**src/sv/rba_pkg.sv**
```systemverilog
// ----------------------------------------------------------------------------
// rba_pkg - ring buffer allocator shared definitions
// Field widths, item structs, command/status codes and datapath controls.
// ----------------------------------------------------------------------------
package rba_pkg;

  localparam int CAP_BITS = 20;
  localparam int OFF_W    = CAP_BITS;
  localparam int SZ_W     = CAP_BITS + 1;
  localparam int ALIGN_W  = 5;
  // wide enough for the largest alignment pad plus size and tail
  localparam int WIDE_W   = ((2 ** ALIGN_W) > SZ_W ? (2 ** ALIGN_W) : SZ_W) + 2;
  localparam int STAT_W   = 2;

  localparam logic CMD_ALLOC = 1'b0;
  localparam logic CMD_FREE  = 1'b1;

  localparam logic [STAT_W-1:0] ST_OK     = 2'd0;
  localparam logic [STAT_W-1:0] ST_REJECT = 2'd1;
  localparam logic [STAT_W-1:0] ST_OVER   = 2'd2;

  localparam logic [SZ_W-1:0] CAP_MAX = SZ_W'(1) << CAP_BITS;

  typedef struct packed {
    logic               command;
    logic [SZ_W-1:0]    request_size;
    logic [ALIGN_W-1:0] align_log2;
    logic [SZ_W-1:0]    release_bytes;
  } in_item_t;

  typedef struct packed {
    logic [STAT_W-1:0] status;
    logic [OFF_W-1:0]  block_offset;
    logic [SZ_W-1:0]   charged_size;
    logic [SZ_W-1:0]   free_bytes;
    logic [SZ_W-1:0]   largest_free;
  } out_item_t;

  typedef struct packed {
    logic ld_req;
    logic ld_tail;
    logic ld_pad;
    logic exec;
    logic ld_out;
  } dp_cmd_t;

  typedef struct packed {
    logic out_free;
  } dp_stat_t;

endpackage

```
**src/sv/rba_ctrl.sv**
```systemverilog
// ----------------------------------------------------------------------------
// rba_ctrl - ring buffer allocator sequencer
// Steps one item through tail, padding, update, tail again and report.
// ----------------------------------------------------------------------------
module rba_ctrl import rba_pkg::*; (
  input  logic     clk,
  input  logic     rst_n,
  input  logic     in_valid,
  output logic     in_stall,
  input  dp_stat_t dp_stat,
  output dp_cmd_t  dp_cmd
);

  typedef enum logic [2:0] {
    S_IDLE,
    S_TAIL,
    S_PAD,
    S_EXEC,
    S_RTAIL,
    S_REPORT
  } state_t;

  state_t state_r;
  logic   in_stall_r;
  logic   accept;

  assign accept   = in_valid && !in_stall_r;
  assign in_stall = in_stall_r;

  always_comb begin
    dp_cmd         = '0;
    dp_cmd.ld_req  = (state_r == S_IDLE) && accept;
    dp_cmd.ld_tail = (state_r == S_TAIL) || (state_r == S_RTAIL);
    dp_cmd.ld_pad  = (state_r == S_PAD);
    dp_cmd.exec    = (state_r == S_EXEC);
    dp_cmd.ld_out  = (state_r == S_REPORT) && dp_stat.out_free;
  end

  always_ff @(posedge clk) begin
    if (!rst_n) begin
      state_r    <= S_IDLE;
      in_stall_r <= 1'b0;
    end else begin
      unique case (state_r)
        S_IDLE: begin
          if (accept) begin
            state_r    <= S_TAIL;
            in_stall_r <= 1'b1;
          end
        end
        S_TAIL:  state_r <= S_PAD;
        S_PAD:   state_r <= S_EXEC;
        S_EXEC:  state_r <= S_RTAIL;
        S_RTAIL: state_r <= S_REPORT;
        S_REPORT: begin
          // hold until the result register has room
          if (dp_stat.out_free) begin
            state_r    <= S_IDLE;
            in_stall_r <= 1'b0;
          end
        end
        default: begin
          state_r    <= S_IDLE;
          in_stall_r <= 1'b0;
        end
      endcase
    end
  end

endmodule

```
**src/sv/rba_dp.sv**
```systemverilog
// ----------------------------------------------------------------------------
// rba_dp - ring buffer allocator datapath
// Ring state, capacity register, per-item arithmetic and result register.
// ----------------------------------------------------------------------------
module rba_dp import rba_pkg::*; (
  input  logic            clk,
  input  logic            rst_n,
  input  in_item_t        in_item,
  input  logic            cfg_we,
  input  logic [SZ_W-1:0] cfg_wdata,
  input  dp_cmd_t         dp_cmd,
  output dp_stat_t        dp_stat,
  output logic            out_valid,
  input  logic            out_stall,
  output out_item_t       out_item
);

  logic [SZ_W-1:0]   cap_r;
  logic [OFF_W-1:0]  head_r;
  logic [SZ_W-1:0]   used_r;
  in_item_t          req_r;
  logic [OFF_W-1:0]  tail_r;
  logic [WIDE_W-1:0] apad_r;
  logic [SZ_W-1:0]   room_r;
  logic [STAT_W-1:0] status_r;
  logic [OFF_W-1:0]  offset_r;
  logic [SZ_W-1:0]   charged_r;
  out_item_t         out_r;
  logic              out_valid_r;

  // tail = (head + used) mod capacity, sum stays below twice the capacity
  logic [SZ_W:0]     tsum;
  logic [SZ_W:0]     twrap;

  always_comb begin
    tsum  = (SZ_W+1)'(head_r) + (SZ_W+1)'(used_r);
    twrap = tsum;
    if ((cap_r != '0) && (tsum >= (SZ_W+1)'(cap_r))) twrap = tsum - (SZ_W+1)'(cap_r);
  end

  // alignment pad
  logic [WIDE_W-1:0] align_w, amask_w, tail_w, up_w, apad_w;

  always_comb begin
    align_w = WIDE_W'(1) << req_r.align_log2;
    amask_w = align_w - WIDE_W'(1);
    tail_w  = WIDE_W'(tail_r);
    up_w    = (tail_w + amask_w) & ~amask_w;
    apad_w  = up_w - tail_w;
  end

  // update step
  logic [WIDE_W-1:0] size_w, cap_w, pad_w, need_w;
  logic [SZ_W-1:0]   wpad;
  logic              over_end, rej;
  logic [SZ_W-1:0]   bytes;
  logic [SZ_W:0]     hsum, hwrap;
  logic [SZ_W-1:0]   used_dec;

  always_comb begin
    size_w   = WIDE_W'(req_r.request_size);
    cap_w    = WIDE_W'(cap_r);
    wpad     = cap_r - SZ_W'(tail_r);
    over_end = (used_r != cap_r) && ((tail_w + size_w + apad_r) > cap_w);
    pad_w    = over_end ? WIDE_W'(wpad) : apad_r;
    need_w   = pad_w + size_w;
    rej      = (req_r.request_size == '0) || (cap_r == '0) ||
               (WIDE_W'(room_r) < need_w);
    bytes    = req_r.release_bytes;
    hsum     = (SZ_W+1)'(head_r) + (SZ_W+1)'(bytes);
    hwrap    = hsum;
    if ((cap_r != '0) && (hsum >= (SZ_W+1)'(cap_r))) hwrap = hsum - (SZ_W+1)'(cap_r);
    used_dec = used_r - bytes;
  end

  // report step
  logic [SZ_W-1:0] free_now, end_gap, largest;

  always_comb begin
    free_now = cap_r - used_r;
    end_gap  = cap_r - SZ_W'(tail_r);
    if (used_r == '0) begin
      largest = cap_r;
    end else if (used_r >= cap_r) begin
      largest = '0;
    end else if (tail_r >= head_r) begin
      largest = (end_gap > SZ_W'(head_r)) ? end_gap : SZ_W'(head_r);
    end else begin
      largest = SZ_W'(head_r) - SZ_W'(tail_r);
    end
  end

  always_ff @(posedge clk) begin
    if (!rst_n) begin
      cap_r  <= '0;
      head_r <= '0;
      used_r <= '0;
    end else if (cfg_we) begin
      cap_r  <= (cfg_wdata > CAP_MAX) ? CAP_MAX : cfg_wdata;
      head_r <= '0;
      used_r <= '0;
    end else if (dp_cmd.exec) begin
      if (req_r.command == CMD_ALLOC) begin
        if (!rej) used_r <= used_r + need_w[SZ_W-1:0];
      end else if ((bytes <= used_r) && (bytes != '0)) begin
        used_r <= used_dec;
        head_r <= (used_dec == '0) ? '0 : hwrap[OFF_W-1:0];
      end
    end
  end

  always_ff @(posedge clk) begin
    if (dp_cmd.ld_req) req_r <= in_item;
    if (dp_cmd.ld_tail) tail_r <= twrap[OFF_W-1:0];
    if (dp_cmd.ld_pad) begin
      apad_r <= apad_w;
      room_r <= cap_r - used_r;
    end
    if (dp_cmd.exec) begin
      status_r  <= ST_OK;
      offset_r  <= '0;
      charged_r <= '0;
      if (req_r.command == CMD_ALLOC) begin
        if (rej) begin
          status_r <= ST_REJECT;
        end else begin
          // a wrapped block lands at offset zero
          offset_r  <= over_end ? '0 : tail_r + apad_r[OFF_W-1:0];
          charged_r <= need_w[SZ_W-1:0];
        end
      end else if (bytes > used_r) begin
        status_r <= ST_OVER;
      end
    end
    if (dp_cmd.ld_out) begin
      out_r.status       <= status_r;
      out_r.block_offset <= offset_r;
      out_r.charged_size <= charged_r;
      out_r.free_bytes   <= free_now;
      out_r.largest_free <= largest;
    end
  end

  always_ff @(posedge clk) begin
    if (!rst_n) begin
      out_valid_r <= 1'b0;
    end else if (dp_cmd.ld_out) begin
      out_valid_r <= 1'b1;
    end else if (!out_stall) begin
      out_valid_r <= 1'b0;
    end
  end

  assign dp_stat.out_free = !out_valid_r || !out_stall;
  assign out_valid        = out_valid_r;
  assign out_item         = out_r;

endmodule

```
**src/sv/ring_buffer_allocator.sv**
```systemverilog
// ----------------------------------------------------------------------------
// ring_buffer_allocator - byte ring allocator with alignment
// Allocates aligned blocks at the tail of a ring and frees bytes at the head.
// ----------------------------------------------------------------------------
// One item is handled at a time. An accepted item passes through the
// sequencer's steps (tail, alignment pad, state update, tail again, report)
// before it reaches the result register, and a new item is accepted only
// once the sequencer is back in idle after its report step.
// The result register lets the next item in while a result waits; a result
// left stalled holds the following item in its report step. A capacity write
// resets the ring to empty and must only be made while the block is idle.
module ring_buffer_allocator import rba_pkg::*; (
  input  logic            clk,
  input  logic            rst_n,
  input  logic            in_valid,
  output logic            in_stall,
  input  in_item_t        in_item,
  output logic            out_valid,
  input  logic            out_stall,
  output out_item_t       out_item,
  input  logic            cfg_we,
  input  logic [SZ_W-1:0] cfg_wdata
);

  dp_cmd_t  dp_cmd;
  dp_stat_t dp_stat;

  rba_ctrl u_ctrl (
    .clk      (clk),
    .rst_n    (rst_n),
    .in_valid (in_valid),
    .in_stall (in_stall),
    .dp_stat  (dp_stat),
    .dp_cmd   (dp_cmd)
  );

  rba_dp u_dp (
    .clk       (clk),
    .rst_n     (rst_n),
    .in_item   (in_item),
    .cfg_we    (cfg_we),
    .cfg_wdata (cfg_wdata),
    .dp_cmd    (dp_cmd),
    .dp_stat   (dp_stat),
    .out_valid (out_valid),
    .out_stall (out_stall),
    .out_item  (out_item)
  );

endmodule

```
**config.mk**
```make
export PLATFORM = sky130hd
export DESIGN_NAME = ring_buffer_allocator
export DESIGN_NICKNAME = d
export VERILOG_FILES = /design/src/sv/rba_pkg.sv /design/src/sv/rba_ctrl.sv /design/src/sv/rba_dp.sv /design/src/sv/ring_buffer_allocator.sv
export SDC_FILE = /design/constraint.sdc
export NUM_CORES = 1
export LEC_CHECK = 0
export ABC_CLOCK_PERIOD_IN_PS = 12800
export CELL_PAD_IN_SITES_DETAIL_PLACEMENT = 0
export CELL_PAD_IN_SITES_GLOBAL_PLACEMENT = 1
export CORE_ASPECT_RATIO = 1.75
export CORE_MARGIN = 4
export CORE_UTILIZATION = 45
export DETAILED_ROUTE_END_ITERATION = 16
export DONT_BUFFER_PORTS = 1
export PLACE_DENSITY = 0.73
export SLEW_MARGIN = 40
export SYNTH_ARGS = -nofsm -noshare
export SYNTH_HDL_FRONTEND = slang
export SYNTH_HIERARCHICAL = 1
export SYNTH_SLANG_ARGS = --single-unit
export TNS_END_PERCENT = 100
```
**constraint.sdc**
```tcl
create_clock -name clk -period 12.8 [get_ports clk]
set_input_delay 2.56 -clock clk [delete_from_list [all_inputs] [get_ports clk]]
set_output_delay 2.56 -clock clk [all_outputs]
set_load 0.005 [all_outputs]
```
# [Word-level counts from Yosys, hierarchy flattened]
# Index checks and enable logic that the tools add are counted.
# Widths: inputs -> output; s select.
[totals] ff_bits=318 in_bits=74 output_inout_bits=87 word_cells=115
[op_classes] n_addsub=16 order_cmp=10 n_eq_ne=11 shifts=1 muxes=23 n_bitwise=4 n_reduce_logical=29
[ops] cell="$mux 21" count=8
[ops] cell="$logic_not 21->1" count=4
[ops] cell="$add 20x21->22" count=3
[ops] cell="$mux 20" count=3
[ops] cell="$ge 22x21->1" count=2
[ops] cell="$reduce_bool 21->1" count=2
[ops] cell="$sub 21x21->21" count=2
[ops] cell="$sub 20x20->20" count=2
[ops] cell="$add 20x34->34" count=1
[ops] cell="$add 34x21->34" count=1
[ops] cell="$add 34x34->34" count=1
[ops] cell="$and 34x34->34" count=1
[ops] cell="$gt 34x21->1" count=1
[ops] cell="$lt 21x34->1" count=1
[ops] cell="$mux 34" count=1
[ops] cell="$not 34->34" count=1
[ops] cell="$shl 1x5->34 const A" count=1
[ops] cell="$sub 34x1->34 const B" count=1
[ops] cell="$sub 34x20->34" count=1
[ops] cell="$add 21x21->21" count=1
[ops] cell="$ge 21x21->1" count=1
[ops] cell="$gt 21x20->1" count=1
[ops] cell="$gt 21x21->1" count=1
[ops] cell="$gt 21x21->1 const B" count=1
[ops] cell="26 further kinds" count=52

# [Depth between registers and ports, before layout]
[depth] ltp_word=10 depth_mapped=45 depth_no_buf=43

# [Cells and area by module]
# Netlist, hierarchy kept.
[by_module_without_submodules] mod="rba_dp" instances=1 cells_per_inst=3108 area_each_um2=28195.8 seq_area_each_um2=8798.4
[by_module_without_submodules] mod="rba_ctrl" instances=1 cells_per_inst=30 area_each_um2=269.0 seq_area_each_um2=80.1

# [Worst setup path before layout]
# Ideal clock, no wire load.
[synth_path] path_kind="input-to-reg" startpoint="input out_stall" endpoint="register u_dp.out_r, in the netlist u_dp/out_item[0], enable pin" setup_time_ns=0.653 arrival_ns=8.952 required_time_ns=12.147 slack_ns=3.195 path_stages=3 path_buffers=0 cell_sequence="nand2_1 > nand2_1 > nor3b_1"
[synth_lines] element="from (decl)" line="ring_buffer_allocator.sv:19" source="input logic out_stall,"
[synth_lines] element="to (decl)" line="rba_dp.sv:28" source="out_item_t out_r;"

# [Worst setup path in the final report]
[layout_path] startpoint="register u_dp.tail_r[0]" endpoint="register u_dp.charged_r[9], data pin"
[layout_between] elab_chain_cells=9 elab_cells_between_ends=10 cone_classes="add/sub: 4; order compare: 2; mux: 1; reduce/logical: 3"
[layout_rtl] element="from (decl)" line="rba_dp.sv:22" source="logic [OFF_W-1:0] tail_r;"
[layout_rtl] element="from (signal assigned)" line="rba_dp.sv:114" source="if (dp_cmd.ld_tail) tail_r <= twrap[OFF_W-1:0];"
[layout_rtl] element="$add 20x21->22" line="rba_dp.sv:64" source="over_end = (used_r != cap_r) && ((tail_w + size_w + apad_r) > cap_w);"
[layout_rtl] element="$add 34x34->34" line="rba_dp.sv:64"
[layout_rtl] element="$gt 34x21->1" line="rba_dp.sv:64"
[layout_rtl] element="$logic_and 1x1->1" line="rba_dp.sv:64"
[layout_rtl] element="$mux 34 (*)" line="rba_dp.sv:65" source="pad_w = over_end ? WIDE_W'(wpad) : apad_r;"
[layout_rtl] element="$add 34x21->34 (*)" line="rba_dp.sv:66" source="need_w = pad_w + size_w;"
[layout_rtl] element="$lt 21x34->1" line="rba_dp.sv:68" source="(WIDE_W'(room_r) < need_w);"
[layout_rtl] element="$logic_or 1x1->1" line="rba_dp.sv:67" source="rej = (req_r.request_size == '0) || (cap_r == '0) ||"
[layout_rtl] element="$reduce_or 2->1 (no source line)"
[layout_rtl] element="to (signal assigned)" line="rba_dp.sv:129" source="charged_r <= need_w[SZ_W-1:0];"
[layout_rtl] element="to (decl)" line="rba_dp.sv:27" source="logic [SZ_W-1:0] charged_r;"
# Mark *: on every way between the ends. The rest lies on a longest branch, timed or not.
# A chain may end at the register's enable or synchronous reset.

==> impl_metrics.yaml <==
pwr:
  clkPwrFrac: 0.211
  power_mw: 5.18
  p_sw_frac: 0.442
  p_comb_frac: 0.527
  cellPowerDensity_nw_per_um2: 168
  p_int_mw: 2.89
  power_switching_mw: 2.29
  pwr-share-seq: 0.261
  power.leakage_nw: 12.7
  peakVddDrop_v: 0.000123
synthesis:
  synth_area_per_cell_um2: 9.07
  synth_edf_count: 251
  yosys-mux-area-fraction: 0.0262
  synth-seq-area-share: 0.312
  synthSimpleGateAreaFrac: 0.159
  yosysWarnings: 6
  synthAdderAreaFrac: 0.171
  ys.flop_type: "edfxtp_1"
  synth_compound_area_frac: 0.216
  netlist_area_um2: 28500
  synthCells: 3138
  synth_top_family_by_area: "compound AO/OA/AOI/OAI gates"
  syn_nets: 3582
  ys_ff_latch: 318
  ys_async_sr_fraction: 0
  synth_xor_area_frac: 0.0729
  synth.distinct_cells: 103
grt:
  grt_start_max_net_pins: 66
  grt-ovfl-total: 0
  antenna_found_initial: 9
  grt_pass1_vias: 25800
  grt_pass1_wl_mm: 167
  grt.total_usage: 0.338
worst_setup_path:
  worstSetupPathType: "flip-flop to flip-flop"
  slowest_delay_ps: 750
  crit_top_cell: "ha_1"
  start_kind: "flip-flop"
  required_ps: 13110
  end_kind: "flip-flop"
  slowest_stage: "o21ai_4"
  crit_fanout: 26
  crit_arrival_ps: 11360
timing:
  rsz0062_at_grt: "false"
  finalWorstPathRequiredPeriod_ps: 11050
  skew_ps: 30.7
  min_period_over_period: 0.863
  tightestPinTransition_ps: 873
  fmax_ghz: 0.0905
  hold_viol: 0
  hold_ws_ps: 415
  drv_slew: 0
  slew-limit-headroom: 0.416
  tns_ps: 0
  setup_violations: 0
die:
  start_util: 0.455
  core_um2: 62500
  die_w_um: 198
  die_h_um: 341
  die_area_um2: 67500
  pin_count: 161
  rows: 121
layout:
  synthToLayoutAreaGrowth_pct: 8.32
  drive_gt1_frac: 0.0709
  multi_input_area_um2: 18500
  final_cell_mix: "337 x ha_1, 251 x edfxtp_1, 244 x nor2_1"
  nNetsFinal: 3592
  seqCellArea_um2: 8880
  fillerInstances: 5970
  final_common_cell: "ha_1"
run:
  drv_cap: 0
route:
  drt-pass1-iter-count: 5
  drtIter0Drc: 1659
  routed_wl_mm: 117
  wl_per_cell_um: 29.5
  ant_nets: 0
  viasPerCell: 6.36
  remaining_drc_errors: 0
  vias: 25300
clock_network:
  htreeDepth: 2
  clock_latency_ps: 590
  cts_root_buffer: "clkbuf_16"
  post_cts_resized: 0
  cts_tree: "yes"
  cts_setup_buffers: 0
  cts_made_buffers: 36
  ctsHoldBuffers: 0
  clock_path_buffers: 3
  cts.sinks: 318
  cts.clk_slew.worst_paths_ps: 70
placement:
  hpwl_mm: 96.4
  port_buffers: 0
  place.gp.congestion: 1.01
worst_hold_path:
  hold_path_class: "flip-flop to flip-flop"
outcome:
  status: "finished clean"
## stage by stage
step                      setup WS [ps]  area, um2  std cells  utilization
after floorplan                    3200      28500       3138            -
after global placement             1850      29500       3907        0.472
after detailed placement           1620      29600       3907        0.473
after CTS                          1600      30800       3970        0.492
after global routing               1090      30800       3975        0.493
final                              1750      30800       3976        0.493
## synth_stat cells (32+ instances only)
master	count	area, um2
edfxtp_1	251	7540
inv_1	239	897
xor2_1	92	806
nand2b_1	42	263
a21o_1	112	841
o21a_1	50	375
a211oi_1	45	338
ha_1	337	4220
nor4_1	43	269
a31oi_1	43	269
mux2_2	43	484
nor2b_1	37	231
or3_1	32	200
nand2_1	196	736
o21ai_0	169	846
nand4_1	41	257
nand3_1	73	365
xnor2_1	145	1270
nor2_1	245	920
clkbuf_1	53	199
nor3_1	98	490
a21oi_1	217	1090
o21bai_1	37	278
dfxtp_1	67	1340
fa_1	33	661
## worst max-delay path, delay by kind of cell (launching register included)
family	cells	cell delay (ps)
AOI/OAI and AO/OA	20	6100
adders and majority gates	6	2060
and+or+nand+nor	7	1170
DFF	1	550
muxes	1	430
xor gates and xnor gates	2	410
## final cells by class
| type | instances | share of cell area |
|---|---|---|
| inverter | 241 | 0.0293 |
| clock inverter | 26 | 0.00941 |
| antenna | 4 | 0.000325 |
| multi-input combinational | 2506 | 0.599 |
| tap | 799 | 0.0324 |
| timing repair buffer | 45 | 0.0119 |
| clock buffer | 37 | 0.0297 |
| sequential | 318 | 0.288 |
## worst paths after layout
check                         from           endpoint  slack [ps]  cells after the start
setup / recovery    u_dp/tail_r[0]  u_dp/charged_r[9]        1750                     36
hold / removal    u_dp/offset_r[9]  u_dp/out_item[72]         420                      0
setup reg to reg    u_dp/tail_r[0]  u_dp/charged_r[9]        1750                     36
hold reg to reg   u_dp/offset_r[9]  u_dp/out_item[72]         420                      0
## logic make-up after synthesis
logic type,count (synthesis)
multiplexers,69
adder cells (fa/ha/maj),370
AND/OR/NAND/NOR,915
XOR/XNOR,237
buffers and inverters,314
flip-flops,318
AO/OA/AOI/OAI,915
## power by group through the flow
stage               sequential (mW)  clock [mW]  combinational [mW]
floorplan                      1.31           0                1.90
global placement               1.37           0                2.64
detailed placement             1.37           0                2.68
CTS                            1.35        1.12                2.70
global route                   1.36        1.16                2.97
finish                         1.35        1.10                2.73
## per-layer routing
| metal | track usage | wire [um] |
|---|---|---|
| met3 | 0.0488 | 5900 |
| met2 | 0.599 | 58500 |
| met5 | 0 | 25 |
| met1 | 0.330 | 38900 |
| met4 | 0.313 | 13900 |
## sequential cells by signal, summed over array words and instances (netlist names), 3 cells and up
signal	flops
u_dp/tail_r	20
u_dp/apad_r	34
u_dp/used_r	21
u_ctrl/state_r	3
u_dp/bytes	21
u_dp/head_r	20
u_dp/offset_r	20
u_dp/out_item	85
u_dp/req_r	27
u_dp/room_r	21
u_dp/cap_r	21
u_dp/charged_r	21
(Power assumes the default switching activity.)
